File: config.mk
export PLATFORM = sky130hd
export DESIGN_NAME = marker_delimited_segment_finder_unit
export DESIGN_NICKNAME = d
export VERILOG_FILES = /design/src/rtl/mdsf_pkg.sv /design/src/rtl/mdsf_cfg_regs.sv /design/src/rtl/mdsf_scan.sv /design/src/rtl/marker_delimited_segment_finder_unit.sv
export SDC_FILE = /design/constraint.sdc
export NUM_CORES = 1
export LEC_CHECK = 0
export ABC_AREA = 1
export BUFFER_PORTS_ARGS = -buffer_cell sky130_fd_sc_hd__buf_2
export CAP_MARGIN = 30
export CORE_ASPECT_RATIO = 0.75
export CORE_UTILIZATION = 62
export DETAILED_ROUTE_END_ITERATION = 8
export GPL_ROUTABILITY_DRIVEN = 0
export GPL_TIMING_DRIVEN = 1
export PLACE_DENSITY = 0.95
export SLEW_MARGIN = 15
export SYNTH_ARGS = -nofsm -noshare
export SYNTH_HDL_FRONTEND = slang
export SYNTH_HIERARCHICAL = 1
export SYNTH_SLANG_ARGS = --single-unit
File: constraint.sdc
create_clock -name clk_i -period 8 [get_ports clk_i]
set_input_delay 0.8 -clock clk_i [delete_from_list [all_inputs] [get_ports clk_i]]
set_output_delay 0.8 -clock clk_i [all_outputs]
set_load 0.005 [all_outputs]
File: src/rtl/mdsf_pkg.sv
package mdsf_pkg;

  // Stream scanner sizing
  localparam int unsigned MarkerLen   = 10;
  localparam int unsigned PosW        = 25;
  localparam int unsigned OffsetW     = 24;
  localparam int unsigned SizeW       = 25;
  localparam int unsigned VerW        = 64;
  localparam int unsigned VerLenW     = 4;
  localparam logic [VerLenW-1:0] MaxVerBytes = 4'd8;

  // APB register map, 8-byte stride
  localparam int unsigned AddrW = 4;
  localparam int unsigned DataW = 64;
  typedef enum logic {
    REG_TARGET_VERSION = 1'b0,
    REG_TARGET_VER_LEN = 1'b1
  } reg_idx_e;

  // Marker "0x20140731", element 0 is the oldest byte of the window
  localparam logic [MarkerLen-1:0][7:0] Marker = {
    8'h31, 8'h33, 8'h37, 8'h30, 8'h34, 8'h31, 8'h30, 8'h32, 8'h78, 8'h30
  };

  // Configuration handed to the scanner
  typedef struct packed {
    logic [VerW-1:0]    target_version;
    logic [VerLenW-1:0] target_version_length;
  } cfg_t;

  // Result word produced by the scanner for one input byte
  typedef struct packed {
    logic               valid;
    logic               found;
    logic [OffsetW-1:0] segment_offset;
    logic [SizeW-1:0]   segment_size;
  } result_t;

endpackage

File: src/rtl/mdsf_cfg_regs.sv
module mdsf_cfg_regs
  import mdsf_pkg::*;
(
  input  logic             clk_i,
  input  logic             rst_ni,
  input  logic             psel,
  input  logic             penable,
  input  logic             pwrite,
  input  logic [AddrW-1:0] paddr,
  input  logic [DataW-1:0] pwdata,
  output logic [DataW-1:0] prdata,
  output logic             pready,
  output cfg_t             cfg_o
);

  logic [VerW-1:0]    tver_q;
  logic [VerLenW-1:0] tlen_q;
  logic               wr_en;
  reg_idx_e           idx;

  assign pready = 1'b1;
  assign wr_en  = psel & penable & pwrite;
  assign idx    = reg_idx_e'(paddr[3]);

  // Register write
  always_ff @(posedge clk_i or negedge rst_ni) begin
    if (!rst_ni) begin
      tver_q <= '0;
      tlen_q <= '0;
    end else if (wr_en) begin
      unique case (idx)
        REG_TARGET_VERSION: tver_q <= pwdata;
        REG_TARGET_VER_LEN: tlen_q <= pwdata[VerLenW-1:0];
        default: ;
      endcase
    end
  end

  // Read back
  always_comb begin
    unique case (idx)
      REG_TARGET_VERSION: prdata = tver_q;
      REG_TARGET_VER_LEN: prdata = {{(DataW-VerLenW){1'b0}}, tlen_q};
      default:            prdata = '0;
    endcase
  end

  assign cfg_o.target_version        = tver_q;
  assign cfg_o.target_version_length = tlen_q;

endmodule

File: src/rtl/mdsf_scan.sv
module mdsf_scan
  import mdsf_pkg::*;
(
  input  logic       clk_i,
  input  logic       rst_ni,
  input  cfg_t       cfg_i,
  input  logic       accept_i,
  input  logic [7:0] data_byte_i,
  input  logic       last_byte_i,
  output result_t    result_o
);

  logic [MarkerLen-1:0][7:0] win_q, win_d;
  logic [PosW-1:0]           pos_q, pos_d;
  logic [PosW-1:0]           seg_q, seg_d;
  logic [VerLenW-1:0]        vchk_q, vchk_d;
  logic                      leader_q, leader_d;
  logic                      mism_q, mism_d;
  logic                      fin_q, fin_d;

  logic [VerLenW-1:0]        cmp_len;
  logic [7:0]                want;
  logic [PosW-1:0]           pos_inc;

  // Compared prefix length, capped at eight characters
  assign cmp_len = (cfg_i.target_version_length > MaxVerBytes) ? MaxVerBytes
                                                                : cfg_i.target_version_length;
  assign want    = cfg_i.target_version[{vchk_q[2:0], 3'b000} +: 8];
  assign pos_inc = pos_q + 1'b1;

  // Per-byte scan step
  always_comb begin
    win_d    = win_q;
    pos_d    = pos_q;
    seg_d    = seg_q;
    vchk_d   = vchk_q;
    leader_d = leader_q;
    mism_d   = mism_q;
    fin_d    = fin_q;
    result_o = '0;

    if (accept_i) begin
      // bytes past the image limit are not examined
      if (!fin_q && !pos_q[PosW-1]) begin
        if (leader_q && (vchk_q < cmp_len)) begin
          if (data_byte_i != want) begin
            mism_d = 1'b1;
          end
          vchk_d = vchk_q + 1'b1;
        end
        win_d = {data_byte_i, win_q[MarkerLen-1:1]};
        pos_d = pos_inc;

        if (win_d == Marker) begin
          if (!leader_q) begin
            leader_d = 1'b1;
            vchk_d   = '0;
            mism_d   = 1'b0;
          end else if (!mism_d) begin
            result_o.valid          = 1'b1;
            result_o.found          = 1'b1;
            result_o.segment_offset = seg_q[OffsetW-1:0];
            result_o.segment_size   = SizeW'(pos_inc - seg_q);
            fin_d                   = 1'b1;
          end else begin
            // rejected pair: next segment starts after the trailer
            seg_d    = pos_inc;
            leader_d = 1'b0;
            vchk_d   = '0;
            mism_d   = 1'b0;
          end
        end
      end

      // end of stream: report not found if needed, then clear
      if (last_byte_i) begin
        if (!fin_d) begin
          result_o.valid = 1'b1;
        end
        win_d    = '0;
        pos_d    = '0;
        seg_d    = '0;
        vchk_d   = '0;
        leader_d = 1'b0;
        mism_d   = 1'b0;
        fin_d    = 1'b0;
      end
    end
  end

  always_ff @(posedge clk_i or negedge rst_ni) begin
    if (!rst_ni) begin
      win_q    <= '0;
      pos_q    <= '0;
      seg_q    <= '0;
      vchk_q   <= '0;
      leader_q <= 1'b0;
      mism_q   <= 1'b0;
      fin_q    <= 1'b0;
    end else begin
      win_q    <= win_d;
      pos_q    <= pos_d;
      seg_q    <= seg_d;
      vchk_q   <= vchk_d;
      leader_q <= leader_d;
      mism_q   <= mism_d;
      fin_q    <= fin_d;
    end
  end

endmodule

File: src/rtl/marker_delimited_segment_finder_unit.sv
// A result word appears on the output in the cycle after the byte that causes it is accepted.
// Throughput: one byte per cycle while no result is waiting; the scan state updates once per byte.
// A waiting result holds off new bytes until the receiver takes it; a byte can enter
// in the same cycle that the waiting word drains.
// Reset (rst_ni, async, active low) clears the scan state, the output valid and both
// configuration registers; the scan state also clears after every last byte.
module marker_delimited_segment_finder_unit
  import mdsf_pkg::*;
(
  input  logic                clk_i,
  input  logic                rst_ni,
  // configuration port
  input  logic                psel,
  input  logic                penable,
  input  logic                pwrite,
  input  logic [AddrW-1:0]    paddr,
  input  logic [DataW-1:0]    pwdata,
  output logic [DataW-1:0]    prdata,
  output logic                pready,
  // byte stream in
  input  logic                in_valid_i,
  output logic                in_ready_o,
  input  logic [7:0]          data_byte_i,
  input  logic                last_byte_i,
  // result out
  output logic                out_valid_o,
  input  logic                out_ready_i,
  output logic                found_o,
  output logic [OffsetW-1:0]  segment_offset_o,
  output logic [SizeW-1:0]    segment_size_o
);

  cfg_t               cfg;
  result_t            res;
  logic               accept;
  logic               out_valid_q;
  logic               found_q;
  logic [OffsetW-1:0] offset_q;
  logic [SizeW-1:0]   size_q;

  mdsf_cfg_regs u_regs (
    .clk_i   (clk_i),
    .rst_ni  (rst_ni),
    .psel    (psel),
    .penable (penable),
    .pwrite  (pwrite),
    .paddr   (paddr),
    .pwdata  (pwdata),
    .prdata  (prdata),
    .pready  (pready),
    .cfg_o   (cfg)
  );

  // Take a byte whenever the output slot is free or drains this cycle
  assign in_ready_o = ~out_valid_q | out_ready_i;
  assign accept     = in_valid_i & in_ready_o;

  mdsf_scan u_scan (
    .clk_i       (clk_i),
    .rst_ni      (rst_ni),
    .cfg_i       (cfg),
    .accept_i    (accept),
    .data_byte_i (data_byte_i),
    .last_byte_i (last_byte_i),
    .result_o    (res)
  );

  // Output word register
  always_ff @(posedge clk_i or negedge rst_ni) begin
    if (!rst_ni) begin
      out_valid_q <= 1'b0;
    end else if (in_ready_o) begin
      out_valid_q <= res.valid;
    end
  end

  always_ff @(posedge clk_i) begin
    if (in_ready_o && res.valid) begin
      found_q  <= res.found;
      offset_q <= res.segment_offset;
      size_q   <= res.segment_size;
    end
  end

  assign out_valid_o      = out_valid_q;
  assign found_o          = found_q;
  assign segment_offset_o = offset_q;
  assign segment_size_o   = size_q;

endmodule

* After elaboration in Yosys (flattened, before gate mapping)
Cells that the tools add are included.
** Storage, ports and cells
- Bits in registers :: 248
- Latch bits :: 0
- Bits in writable memories :: 0
- Bits in read-only memories :: 0
- Input bits :: 84
- Output and inout bits :: 117
- Word-level logic and storage cells :: 97
- Memories :: 0
** Operators by class
- Add/subtract/negate cells :: 3
- $mul :: 0
- Div/mod/pow operators :: 0
- $lt $le $gt $ge :: 2
- Eq/ne operators :: 2
- Shift-type cells :: 1
- Mux-type cells :: 42
- Bitwise logic cells :: 10
- Reduce and logical (&&, ||, !) cells :: 16
** Operator list (number)
- $mux 51 :: 5
- $mux 25 :: 7
- $mux 80 :: 2
- $pmux 64 s2 :: 1
- $eq 80x78->1 const B :: 1
- $shiftx 64x7->8 :: 1
- $mux 4 :: 7
- $add 25x1->25 const B :: 1
- $sub 25x25->25 :: 1
- $mux 1 :: 20
- $ne 8x8->1 :: 1
- $reduce_bool 2->1 :: 4
- $not 1->1 :: 6
- $reduce_and 2->1 :: 3
- $reduce_and 5->1 :: 1
- $reduce_or 5->1 :: 1
- $add 4x1->4 const B :: 1
- $gt 4x4->1 const B :: 1
- $lt 4x4->1 :: 1
- $reduce_and 4->1 :: 1
- $and 1x1->1 :: 3
- $logic_and 1x1->1 :: 3
- $reduce_and 3->1 :: 1
- $logic_not 1->1 :: 2
- $or 1x1->1 :: 1

* Longest topological paths before layout
Gate-level depths: netlist of run 1.
- Depth after elaboration :: 16
- Depth in mapped cells :: 21
- Gate-level depth less buffers :: 21

* By module
The synthesis of run 1 kept the hierarchy.
** Modules (own cells, without submodules)
- mdsf_scan :: times used 1, cells an instance 1180, area each 8394.3 um^2, sequential area each 3228.1 um^2
- mdsf_cfg_regs :: times used 1, cells an instance 440, area each 3254.4 um^2, sequential area each 1701.6 um^2
- marker_delimited_segment_finder_unit :: times used 1, cells an instance 58, area each 1557.7 um^2, sequential area each 1526.5 um^2

* Worst setup path after synthesis of run 1
Ideal clock, no wire load.
- Path kind :: input to register
- Start :: in data_byte_i[6]
- End :: reg found_q, in the netlist found_o, enable pin
- Library setup time :: 0.474 ns
- Arrival time :: 4.389 ns
- Data required time :: 7.526 ns
- Setup slack :: 3.137 ns
- Stages :: 10
- Buffers on the path :: 1
- Path through :: nor4_1 -> nand4_1 -> nor2_1 -> nand3_1 -> nor2_1 -> nand2_2 -> buf_4 -> o21ai_0 -> inv_1 -> a21oi_1
** RTL lines
- start: declaration :: line marker_delimited_segment_finder_unit.sv:23 : input logic [7:0] data_byte_i,
- end signal: assignment :: line marker_delimited_segment_finder_unit.sv:79 : found_q <= res.found;
- end: declaration :: line marker_delimited_segment_finder_unit.sv:37 : logic found_q;

* Worst setup path after layout of run 1
- Start :: reg u_scan.pos_q[1]
- End :: reg size_q[20], in the netlist segment_size_o[20] (data pin)
** Between the ends
- Longest elaborated chain between the ends :: 2
** RTL lines
- start: declaration :: line mdsf_scan.sv:14 : logic [PosW-1:0] pos_q, pos_d;
- start signal: assignment :: line mdsf_scan.sv:102 : pos_q <= pos_d;
- $add 25x1->25 :: line mdsf_scan.sv:29 : assign pos_inc = pos_q + 1'b1;
- $sub 25x25->25 :: line mdsf_scan.sv:63 : result_o.segment_size = SizeW'(pos_inc - seg_q);
- end signal: assignment :: line marker_delimited_segment_finder_unit.sv:81 : size_q <= res.segment_size;
- end: declaration :: line marker_delimited_segment_finder_unit.sv:39 : logic [SizeW-1:0] size_q;
Every way passes these cells.
A chain may end at the register's enable or synchronous reset.

==> results of run 1 <==
[cell families after synthesis]
family | count (synthesis)
compound gates | 173
xor+xnor | 36
fa+ha+maj | 30
buf+inv | 382
flops | 248
other cells | 1
simple gates | 808
[power by group through the flow]
| stage | Clock (W) | Combinational [W] | Sequential (W) |
|---|---|---|---|
| 6_report | 0.00111 | 0.000619 | 0.00146 |
| 5_1_grt | 0.00117 | 0.000679 | 0.00147 |
| 4_1_cts | 0.00112 | 0.000602 | 0.00146 |
| 3_5_place_dp | 0 | 0.000586 | 0.00148 |
| 3_3_place_gp | 0 | 0.000562 | 0.00147 |
| 2_1_floorplan | 0 | 0.000395 | 0.00146 |
[cells in the mapped netlist (2+ instances only)]
library cell	count
o22ai_1	90
a21o_1	2
nor2_1	182
nand2_1	396
xor2_1	29
nand4_1	17
buf_2	21
nor2_2	3
a21oi_1	30
a21boi_0	2
o221ai_1	2
o211ai_1	3
dfrtp_1	198
o21bai_1	3
xnor2_1	7
o21ai_0	31
nor4_1	22
edfxtp_1	50
buf_6	10
a211oi_1	3
nand3_1	160
nand2_4	2
clkbuf_1	35
inv_2	8
ha_1	29
nand3b_1	2
o21a_1	3
nor3_1	10
a31oi_1	2
nor3b_1	2
buf_4	8
nor3_2	5
nand2_2	3
inv_1	298
[flip-flops by register name (all words and copies together) (netlist names)]
register / count
u_scan/win_q: 72
u_regs/tver_q: 64
segment_size_o: 25
u_scan/pos_q: 25
u_scan/seg_q: 25
segment_offset_o: 24
u_regs/tlen_q: 4
u_scan/vchk_q: 4
found_o: 1
out_valid_o: 1
u_scan/fin_q: 1
u_scan/leader_q: 1
u_scan/mism_q: 1
[final timing paths]
path	end	startpoint	slack (ps)
setup / recovery	segment_size_o[20]	u_scan/pos_q[1]	3330
max in group asynchronous	u_regs/tver_q[55]	rst_ni	6210
hold / removal	u_scan/win_q[10]	rst_ni	170
setup reg to reg	segment_size_o[20]	u_scan/pos_q[1]	3330
min in group clk_i	u_scan/seg_q[3]	u_scan/seg_q[3]	470
hold reg to reg	u_scan/seg_q[3]	u_scan/seg_q[3]	470
[critical path: stages, from the launching register on]
cell and delay [ps]:
dfrtp_1 360, inv_1 80, nor3_2 430, nand2_1 180
nor2_1 360, nand2_1 190, nor2_2 290, xor2_1 280
ha_1 330, a21oi_1 310, o21ai_0 200, a21oi_1 480
inv_1 140, a31oi_1 320, nor2_1 70, nor2_1 170
xor2_1 180, nor2_1 60
[metal layers]
metal,share of wire (%),up-vias,wire length [um]
met1,38,5769,13400
met3,12,173,4090
li1,-,5671,-
met2,47,872,16400
met4,3.8,0,1320
met5,0,-,0
[placed cells by master (no fill, tap or decap), types with 8 or more instances in the layout]
| cell type | netlist | layout |
|---|---|---|
| inv_1 | 298 | 298 |
| a21oi_1 | 30 | 29 |
| nand2_1 | 396 | 396 |
| nor3_1 | 10 | 10 |
| nand4_1 | 17 | 17 |
| nor2_1 | 182 | 182 |
| buf_2 | 21 | 195 |
| ha_1 | 29 | 29 |
| o22ai_1 | 90 | 90 |
| inv_2 | 8 | 8 |
| o21ai_0 | 31 | 31 |
| edfxtp_1 | 50 | 50 |
| dfrtp_1 | 198 | 198 |
| clkbuf_16 | 0 | 25 |
| nor4_1 | 22 | 22 |
| xor2_1 | 29 | 29 |
| nand3_1 | 160 | 160 |
[stage by stage]
step | util [%] | worst slack, ps | total power [W] | instances | instance area, um^2
2_1_floorplan | - | 3140 | 0.00185 | 1678 | 13200
3_3_place_gp | 69.1 | 3400 | 0.00203 | 2089 | 14200
3_5_place_dp | 69.4 | 3640 | 0.00206 | 2092 | 14300
4_1_cts | 73.2 | 3490 | 0.00317 | 2136 | 15000
5_1_grt | 73.5 | 3260 | 0.00331 | 2139 | 15100
6_report | 73.5 | 3330 | 0.00319 | 2140 | 15100
[cell type report]
type | count | area [um^2]
fillers | 1441 | 5450
well taps | 282 | 353
multi-input cells | 1048 | 5200
diodes | 2 | 5.00
flip-flops and latches | 248 | 6460
clock inverters | 7 | 42.5
clock buffers | 37 | 734
repair buffers | 208 | 1150
inverters | 308 | 1160
==> run_summary.xml, run 1 <==
<?xml version="1.0" encoding="UTF-8"?>
<metrics>
  <group name="status">
    <metric name="run_status" unit="">completed</metric>
  </group>
  <group name="sta">
    <metric name="finalWorstPathRequiredPeriod" unit="ps">4670</metric>
    <metric name="grt_setup_unrepaired" unit="">no</metric>
    <metric name="setup_violations" unit="">0</metric>
    <metric name="hold_violations_final" unit="">0</metric>
    <metric name="setup-tns-final" unit="ps">0</metric>
    <metric name="final.hold.worst_slack" unit="ps">167</metric>
    <metric name="worst_slew_pin_slew" unit="ps">820</metric>
    <metric name="finClkSkew" unit="ps">12.1</metric>
    <metric name="fin_crit_sh" unit="%">58.4</metric>
    <metric name="maxSlewViolCount" unit="">0</metric>
    <metric name="fmaxAchievable" unit="GHz">0.214</metric>
    <metric name="slew_headroom" unit="%">45.3</metric>
  </group>
  <group name="yosys">
    <metric name="post_synthesis_adder_cell_area_fraction" unit="%">2.90</metric>
    <metric name="synth_async_sr_flop_share" unit="%">79.8</metric>
    <metric name="synthCells" unit="">1678</metric>
    <metric name="netlist.top_cell.by_area" unit="">dfrtp_1</metric>
    <metric name="synth_enable_flop_cells" unit="">50</metric>
    <metric name="portion_of_netlist_area_occupied_by_mux_cells" unit="%">0</metric>
    <metric name="synthesis.area_per_instance" unit="um^2">7.87</metric>
    <metric name="flops_latches_synth" unit="">248</metric>
    <metric name="share_of_synthesized_area_occupied_by_flip_flops_and_latches" unit="%">48.9</metric>
    <metric name="synth-main-ff-cell" unit="">dfrtp_1</metric>
    <metric name="yosys-top-cells-area" unit="">dfrtp_1 (38%), edfxtp_1 (11%), nand2_1 (11%)</metric>
    <metric name="netlist.area_leader.share" unit="%">37.5</metric>
    <metric name="xor_and_xnor_fraction_of_the_mapped_netlist_area" unit="%">2.39</metric>
    <metric name="yosysWarningCount" unit="">6</metric>
    <metric name="synth_nets" unit="">1792</metric>
    <metric name="post_synth_instance_area" unit="um^2">13200</metric>
    <metric name="yosys.cell_types.count" unit="">44</metric>
    <metric name="synth_compound_gate_area_share" unit="%">7.84</metric>
    <metric name="synth_simple_gate_area_share" unit="%">26.1</metric>
    <metric name="synth_top_family_by_area" unit="">simple AND/OR/NAND/NOR gates</metric>
  </group>
  <group name="clock_tree">
    <metric name="cts_setup_buffers" unit="">0</metric>
    <metric name="cts_root_buffer" unit="">clkbuf_16</metric>
    <metric name="hold_buffers" unit="">0</metric>
    <metric name="clk_latency" unit="ps">520</metric>
    <metric name="cts_resized" unit="">0</metric>
    <metric name="htree_levels" unit="">1</metric>
    <metric name="clock_tree_from_tritoncts" unit="">built</metric>
    <metric name="clock_tree_buffer_depth" unit="">3</metric>
    <metric name="cts.clk_slew.worst_paths" unit="ps">60</metric>
    <metric name="cts-buffers-inserted" unit="">25</metric>
    <metric name="clock_sink_count" unit="">248</metric>
  </group>
  <group name="global_route">
    <metric name="grt.overflow.total" unit="">0</metric>
    <metric name="grt_use_total" unit="%">31.8</metric>
    <metric name="grt_use_met1" unit="%">42.6</metric>
    <metric name="top_usage_layer" unit="">met2</metric>
    <metric name="groute.layer.met3.usage" unit="%">8.31</metric>
    <metric name="global_route_wire_length_before_repair" unit="um">56000</metric>
    <metric name="grt_pass1_vias" unit="">11500</metric>
    <metric name="grtUsageMet2" unit="%">51.0</metric>
    <metric name="number_of_antenna_violations_at_the_first_check_in_global_routing" unit="">2</metric>
    <metric name="grt_max_degree" unit="">102</metric>
  </group>
  <group name="floorplan">
    <metric name="rows" unit="">45</metric>
    <metric name="die_area" unit="um^2">21900</metric>
    <metric name="dieWidth" unit="um">171</metric>
    <metric name="io_pins" unit="">201</metric>
    <metric name="die_y" unit="um">128</metric>
    <metric name="coreArea" unit="um^2">20600</metric>
    <metric name="floorplan.initialDensity" unit="%">64.3</metric>
  </group>
  <group name="power">
    <metric name="power.switching" unit="W">0.000958</metric>
    <metric name="cellInternalPower" unit="W">0.00223</metric>
    <metric name="power.combinational.fraction" unit="%">19.4</metric>
    <metric name="power_leakage" unit="nW">7.87</metric>
    <metric name="seq_power_share" unit="%">45.7</metric>
    <metric name="power.ir.vdd_worst" unit="uV">152</metric>
    <metric name="swShare" unit="%">30.0</metric>
    <metric name="power_density" unit="nW/um^2">211</metric>
    <metric name="share_clk_of_total_power" unit="%">34.9</metric>
  </group>
  <group name="detailed_routing">
    <metric name="routed_wire_length_per_instance" unit="um">16.4</metric>
    <metric name="total_wirelength" unit="um">35200</metric>
    <metric name="detailedRoute.firstIterationViolations" unit="">1821</metric>
    <metric name="post_drt_via_cell_ratio" unit="">5.83</metric>
    <metric name="tritonroute_pass_1_iters" unit="">6</metric>
    <metric name="via_count" unit="">12500</metric>
    <metric name="drcViolationCount" unit="">0</metric>
    <metric name="drt.antenna.violating_nets" unit="">0</metric>
  </group>
  <group name="worst_setup_path">
    <metric name="critical_path_required" unit="ps">8280</metric>
    <metric name="critPathKind" unit="">reg -&gt; reg</metric>
    <metric name="timing.critical_path.arrival" unit="ps">4950</metric>
    <metric name="worst_setup_path_end_kind" unit="">flip-flop</metric>
    <metric name="critical_path.startpoint_type" unit="">flip-flop</metric>
    <metric name="number_of_cells_traversed_by_the_worst_register_to_register_path" unit="">17</metric>
    <metric name="crit_fanout" unit="">4</metric>
  </group>
  <group name="placed_design">
    <metric name="buffer_ports.inserted" unit="">196</metric>
    <metric name="dp_hpwl" unit="um">23300</metric>
  </group>
  <group name="final_layout">
    <metric name="share_of_cells_above_drive_strength_1" unit="%">14.7</metric>
    <metric name="fin_nets" unit="">1953</metric>
    <metric name="area_growth_syn_to_layout" unit="%">14.3</metric>
  </group>
  <group name="job">
    <metric name="max-cap-violations" unit="">0</metric>
  </group>
  <group name="min_path">
    <metric name="worst_hold_path_type" unit="">in -&gt; async</metric>
  </group>
</metrics>
(Power assumes the default switching activity.)
==> inputs of run 2 (changes only) <==
--- a/config.mk
+++ b/config.mk
@@ -9,11 +9,11 @@
 export BUFFER_PORTS_ARGS = -buffer_cell sky130_fd_sc_hd__buf_2
 export CAP_MARGIN = 30
 export CORE_ASPECT_RATIO = 0.75
-export CORE_UTILIZATION = 62
+export CORE_UTILIZATION = 52
 export DETAILED_ROUTE_END_ITERATION = 8
 export GPL_ROUTABILITY_DRIVEN = 0
 export GPL_TIMING_DRIVEN = 1
-export PLACE_DENSITY = 0.95
+export PLACE_DENSITY = 0.87
 export SLEW_MARGIN = 15
 export SYNTH_ARGS = -nofsm -noshare
 export SYNTH_HDL_FRONTEND = slang
==> constraint.sdc (replaced) <==
create_clock -name clk_i -period 4.13 [get_ports clk_i]
set_input_delay 0.413 -clock clk_i [delete_from_list [all_inputs] [get_ports clk_i]]
set_output_delay 0.413 -clock clk_i [all_outputs]
set_load 0.005 [all_outputs]
==> run 2 against run 1 <==
  * Utilization shrank 12 points
  * Largest power group unchanged
  * Worst hold slack lost 58 ps
  * Critical path depth grew 1
  * Combinational power grew 100%
  * First-iteration DRC count shrank 19%
  * Maximum frequency grew 18%
  * Final cell count grew 3.3%
  * Highest routed layer unchanged
==> run_summary.xml, run 2 (synthesis results as in run 1) <==
<?xml version="1.0" encoding="UTF-8"?>
<metrics>
  <group name="final_layout">
    <metric name="layout.cells.most_common" unit="">nand2_1</metric>
    <metric name="top_library_cells_by_usage_in_the_layout_fill_and_taps_aside" unit="">nand2_1 (396), inv_1 (298), dfrtp_1 (198)</metric>
    <metric name="largest_register_ffs" unit="">72</metric>
    <metric name="registers.top_by_ff_count" unit="">u_scan/win_q</metric>
    <metric name="fin_nets" unit="">1964</metric>
    <metric name="area_growth_syn_to_layout" unit="%">16.8</metric>
    <metric name="top_regs" unit="">u_scan/win_q: 72 flops, u_regs/tver_q: 64 flops</metric>
    <metric name="share_of_cells_above_drive_strength_1" unit="%">15.7</metric>
  </group>
  <group name="detailed_routing">
    <metric name="post_drt_via_cell_ratio" unit="">5.53</metric>
    <metric name="via_count" unit="">12200</metric>
    <metric name="tritonroute_pass_1_iters" unit="">7</metric>
    <metric name="routed_wire_length_per_instance" unit="um">16.3</metric>
    <metric name="detailedRoute.firstIterationViolations" unit="">1481</metric>
    <metric name="drt.antenna.violating_nets" unit="">0</metric>
    <metric name="total_wirelength" unit="um">36000</metric>
    <metric name="drcViolationCount" unit="">0</metric>
  </group>
  <group name="min_path">
    <metric name="worst_hold_path_type" unit="">in -&gt; reg</metric>
    <metric name="hold_path_startpoint" unit="">pwdata[57]</metric>
    <metric name="hold_end" unit="">u_regs/tver_q[57]</metric>
    <metric name="worst_hold_path.num_cells" unit="">3</metric>
  </group>
  <group name="sta">
    <metric name="worst_slew_pin_slew" unit="ps">952</metric>
    <metric name="hold_violations_final" unit="">0</metric>
    <metric name="finalWorstPathRequiredPeriod" unit="ps">3970</metric>
    <metric name="maxSlewViolCount" unit="">0</metric>
    <metric name="finClkSkew" unit="ps">21.7</metric>
    <metric name="fin_crit_sh" unit="%">96.1</metric>
    <metric name="setup-tns-final" unit="ps">0</metric>
    <metric name="final.hold.worst_slack" unit="ps">109</metric>
    <metric name="slew_headroom" unit="%">36.5</metric>
    <metric name="fmaxAchievable" unit="GHz">0.252</metric>
    <metric name="setup_violations" unit="">0</metric>
  </group>
  <group name="status">
    <metric name="run_status" unit="">completed</metric>
  </group>
  <group name="floorplan">
    <metric name="rows" unit="">50</metric>
    <metric name="floorplan.initialDensity" unit="%">52.9</metric>
    <metric name="die_y" unit="um">140</metric>
    <metric name="io_pins" unit="">201</metric>
    <metric name="dieWidth" unit="um">186</metric>
    <metric name="coreArea" unit="um^2">25000</metric>
    <metric name="die_area" unit="um^2">26000</metric>
  </group>
  <group name="global_route">
    <metric name="grt_pass1_vias" unit="">11500</metric>
    <metric name="grt_use_total" unit="%">27.3</metric>
    <metric name="number_of_antenna_violations_at_the_first_check_in_global_routing" unit="">2</metric>
    <metric name="grt.overflow.total" unit="">0</metric>
    <metric name="grt_max_degree" unit="">113</metric>
    <metric name="global_route_wire_length_before_repair" unit="um">57300</metric>
  </group>
  <group name="worst_setup_path">
    <metric name="number_of_cells_traversed_by_the_worst_register_to_register_path" unit="">18</metric>
    <metric name="worst_setup_path_end_kind" unit="">flip-flop</metric>
    <metric name="critical_path.startpoint_type" unit="">flip-flop</metric>
    <metric name="crit_fanout" unit="">5</metric>
    <metric name="critical_path_buf_inv_count" unit="">2</metric>
    <metric name="timing.critical_path.arrival" unit="ps">4250</metric>
    <metric name="critical_path.most_common_cell" unit="">nand2_1</metric>
    <metric name="cp_num_cells" unit="">18</metric>
    <metric name="critical_path.cell_chain" unit="">inv_1 -&gt; nor3_4 -&gt; nand2_1 -&gt; nor2_2 -&gt; nand2_1 -&gt; nor2_4 -&gt; and3_1 -&gt; xor2_1 -&gt; inv_1 -&gt; ha_1 -&gt; nand2_1 -&gt; nor2_1 -&gt; o21ai_0 -&gt; o211ai_1 -&gt; nand3_1 -&gt; o211ai_1 -&gt; and2_1 -&gt; nor3_2</metric>
    <metric name="slowest_stage" unit="">dfrtp_1</metric>
    <metric name="r2r_setup_slack" unit="ps">160</metric>
    <metric name="r2r_start" unit="">u_scan/pos_q[0]</metric>
    <metric name="timing.critical_path.max_delay_family" unit="">simple AND/OR/NAND/NOR gates</metric>
    <metric name="critical_path_required" unit="ps">4410</metric>
    <metric name="slowest_delay" unit="ps">420</metric>
    <metric name="rr_endpoint" unit="">segment_size_o[24]</metric>
    <metric name="critPathKind" unit="">reg -&gt; reg</metric>
  </group>
  <group name="power">
    <metric name="power.ir.vdd_worst" unit="uV">284</metric>
    <metric name="power_density" unit="nW/um^2">425</metric>
    <metric name="power_leakage" unit="nW">7.98</metric>
  </group>
  <group name="job">
    <metric name="max-cap-violations" unit="">0</metric>
  </group>
  <group name="clock_tree">
    <metric name="cts.clk_slew.worst_paths" unit="ps">70</metric>
    <metric name="cts-buffers-inserted" unit="">26</metric>
    <metric name="cts_root_buffer" unit="">clkbuf_16</metric>
    <metric name="clk_latency" unit="ps">540</metric>
    <metric name="clock_sink_count" unit="">248</metric>
    <metric name="clock_tree_from_tritoncts" unit="">built</metric>
    <metric name="clock_tree_buffer_depth" unit="">3</metric>
    <metric name="htree_levels" unit="">1</metric>
  </group>
  <group name="placed_design">
    <metric name="buffer_ports.inserted" unit="">196</metric>
    <metric name="dp_hpwl" unit="um">23800</metric>
  </group>
</metrics>
-- run 2: cell count changes in the layout (fill, tap and decap cells not counted), moves of 2 or more --
cell and delta:
clkinvlp_4 +3, nor3_1 -2, clkbuf_16 +2, nor2_2 +2, clkbuf_8 -3, nor2_1 -3
buf_4 +10, bufinv_16 +4
-- run 2: worst max-delay path by stage --
stage | to | slack [ps] | startpoint
5_1_grt | segment_size_o[24] | -120 | u_scan/pos_q[0]
2_1_floorplan | found_o | 480 | u_scan/vchk_q[1]
3_5_place_dp | segment_size_o[20] | 210 | u_scan/pos_q[0]
4_1_cts | segment_size_o[20] | 80 | u_scan/pos_q[0]
3_3_place_gp | segment_size_o[20] | 420 | u_scan/pos_q[2]
6_report | segment_size_o[24] | 160 | u_scan/pos_q[0]
-- run 2: stage by stage --
| step | instance area [um^2] | cells | worst slack [ps] | total power, W | util (%) |
|---|---|---|---|---|---|
| 6_report | 15400 | 2210 | 162 | 0.00656 | 61.8 |
| 5_1_grt | 15400 | 2210 | -121 | 0.00684 | 61.8 |
| 4_1_cts | 15300 | 2204 | 79.8 | 0.00653 | 61.3 |
| 3_5_place_dp | 14400 | 2156 | 212 | 0.00403 | 57.6 |
| 3_3_place_gp | 14400 | 2156 | 425 | 0.00398 | 57.6 |
| 2_1_floorplan | 13200 | 1678 | 481 | 0.00358 | - |
-- run 2: what timing repair did --
item | 4_1_cts | 5_1_grt
hold buffers | 0 | 1
hold endpoints to repair | 0 | 19
buffers inserted | 0 | 1
setup endpoints to repair | 0 | 6
gates resized for setup | 0 | 11
-- run 2: metal layers --
metal / wire [um] / share of wire, % / up-vias / GRT usage (%)
met3: 3650 / 10 / 110 / 6.37
met2: 16200 / 45 / 669 / 41.3
met1: 15000 / 42 / 5742 / 39.0
li1: - / - / 5691 / -
met5: 0 / 0 / - / 0
met4: 1120 / 3.1 / 0 / 8.02
-- run 2: power breakdown --
part	switching, W	internal, W	leakage (nW)
logic	0.000792	0.000449	4.42
registers	0.000138	0.00268	3.12
clock network	0.000997	0.00150	0.445
total	0.00193	0.00463	7.98
-- run 2: worst reg2reg max path, stage by stage (launching register included) --
cell	delay [ps]
dfrtp_1	420
inv_1	120
nor3_4	200
nand2_1	130
nor2_2	180
nand2_1	170
nor2_4	190
and3_1	190
xor2_1	250
inv_1	80
ha_1	390
nand2_1	140
nor2_1	270
o21ai_0	170
o211ai_1	180
nand3_1	150
o211ai_1	220
and2_1	220
nor3_2	60
-- run 2: area by class of cell --
type	count	area, um^2
antenna	2	5.00
clock buffer	34	732
clock inverter	14	189
fill	2014	9540
inverter	308	1160
multi-input combinational	1048	5250
sequential	248	6460
tap	338	423
timing repair buffer	218	1210
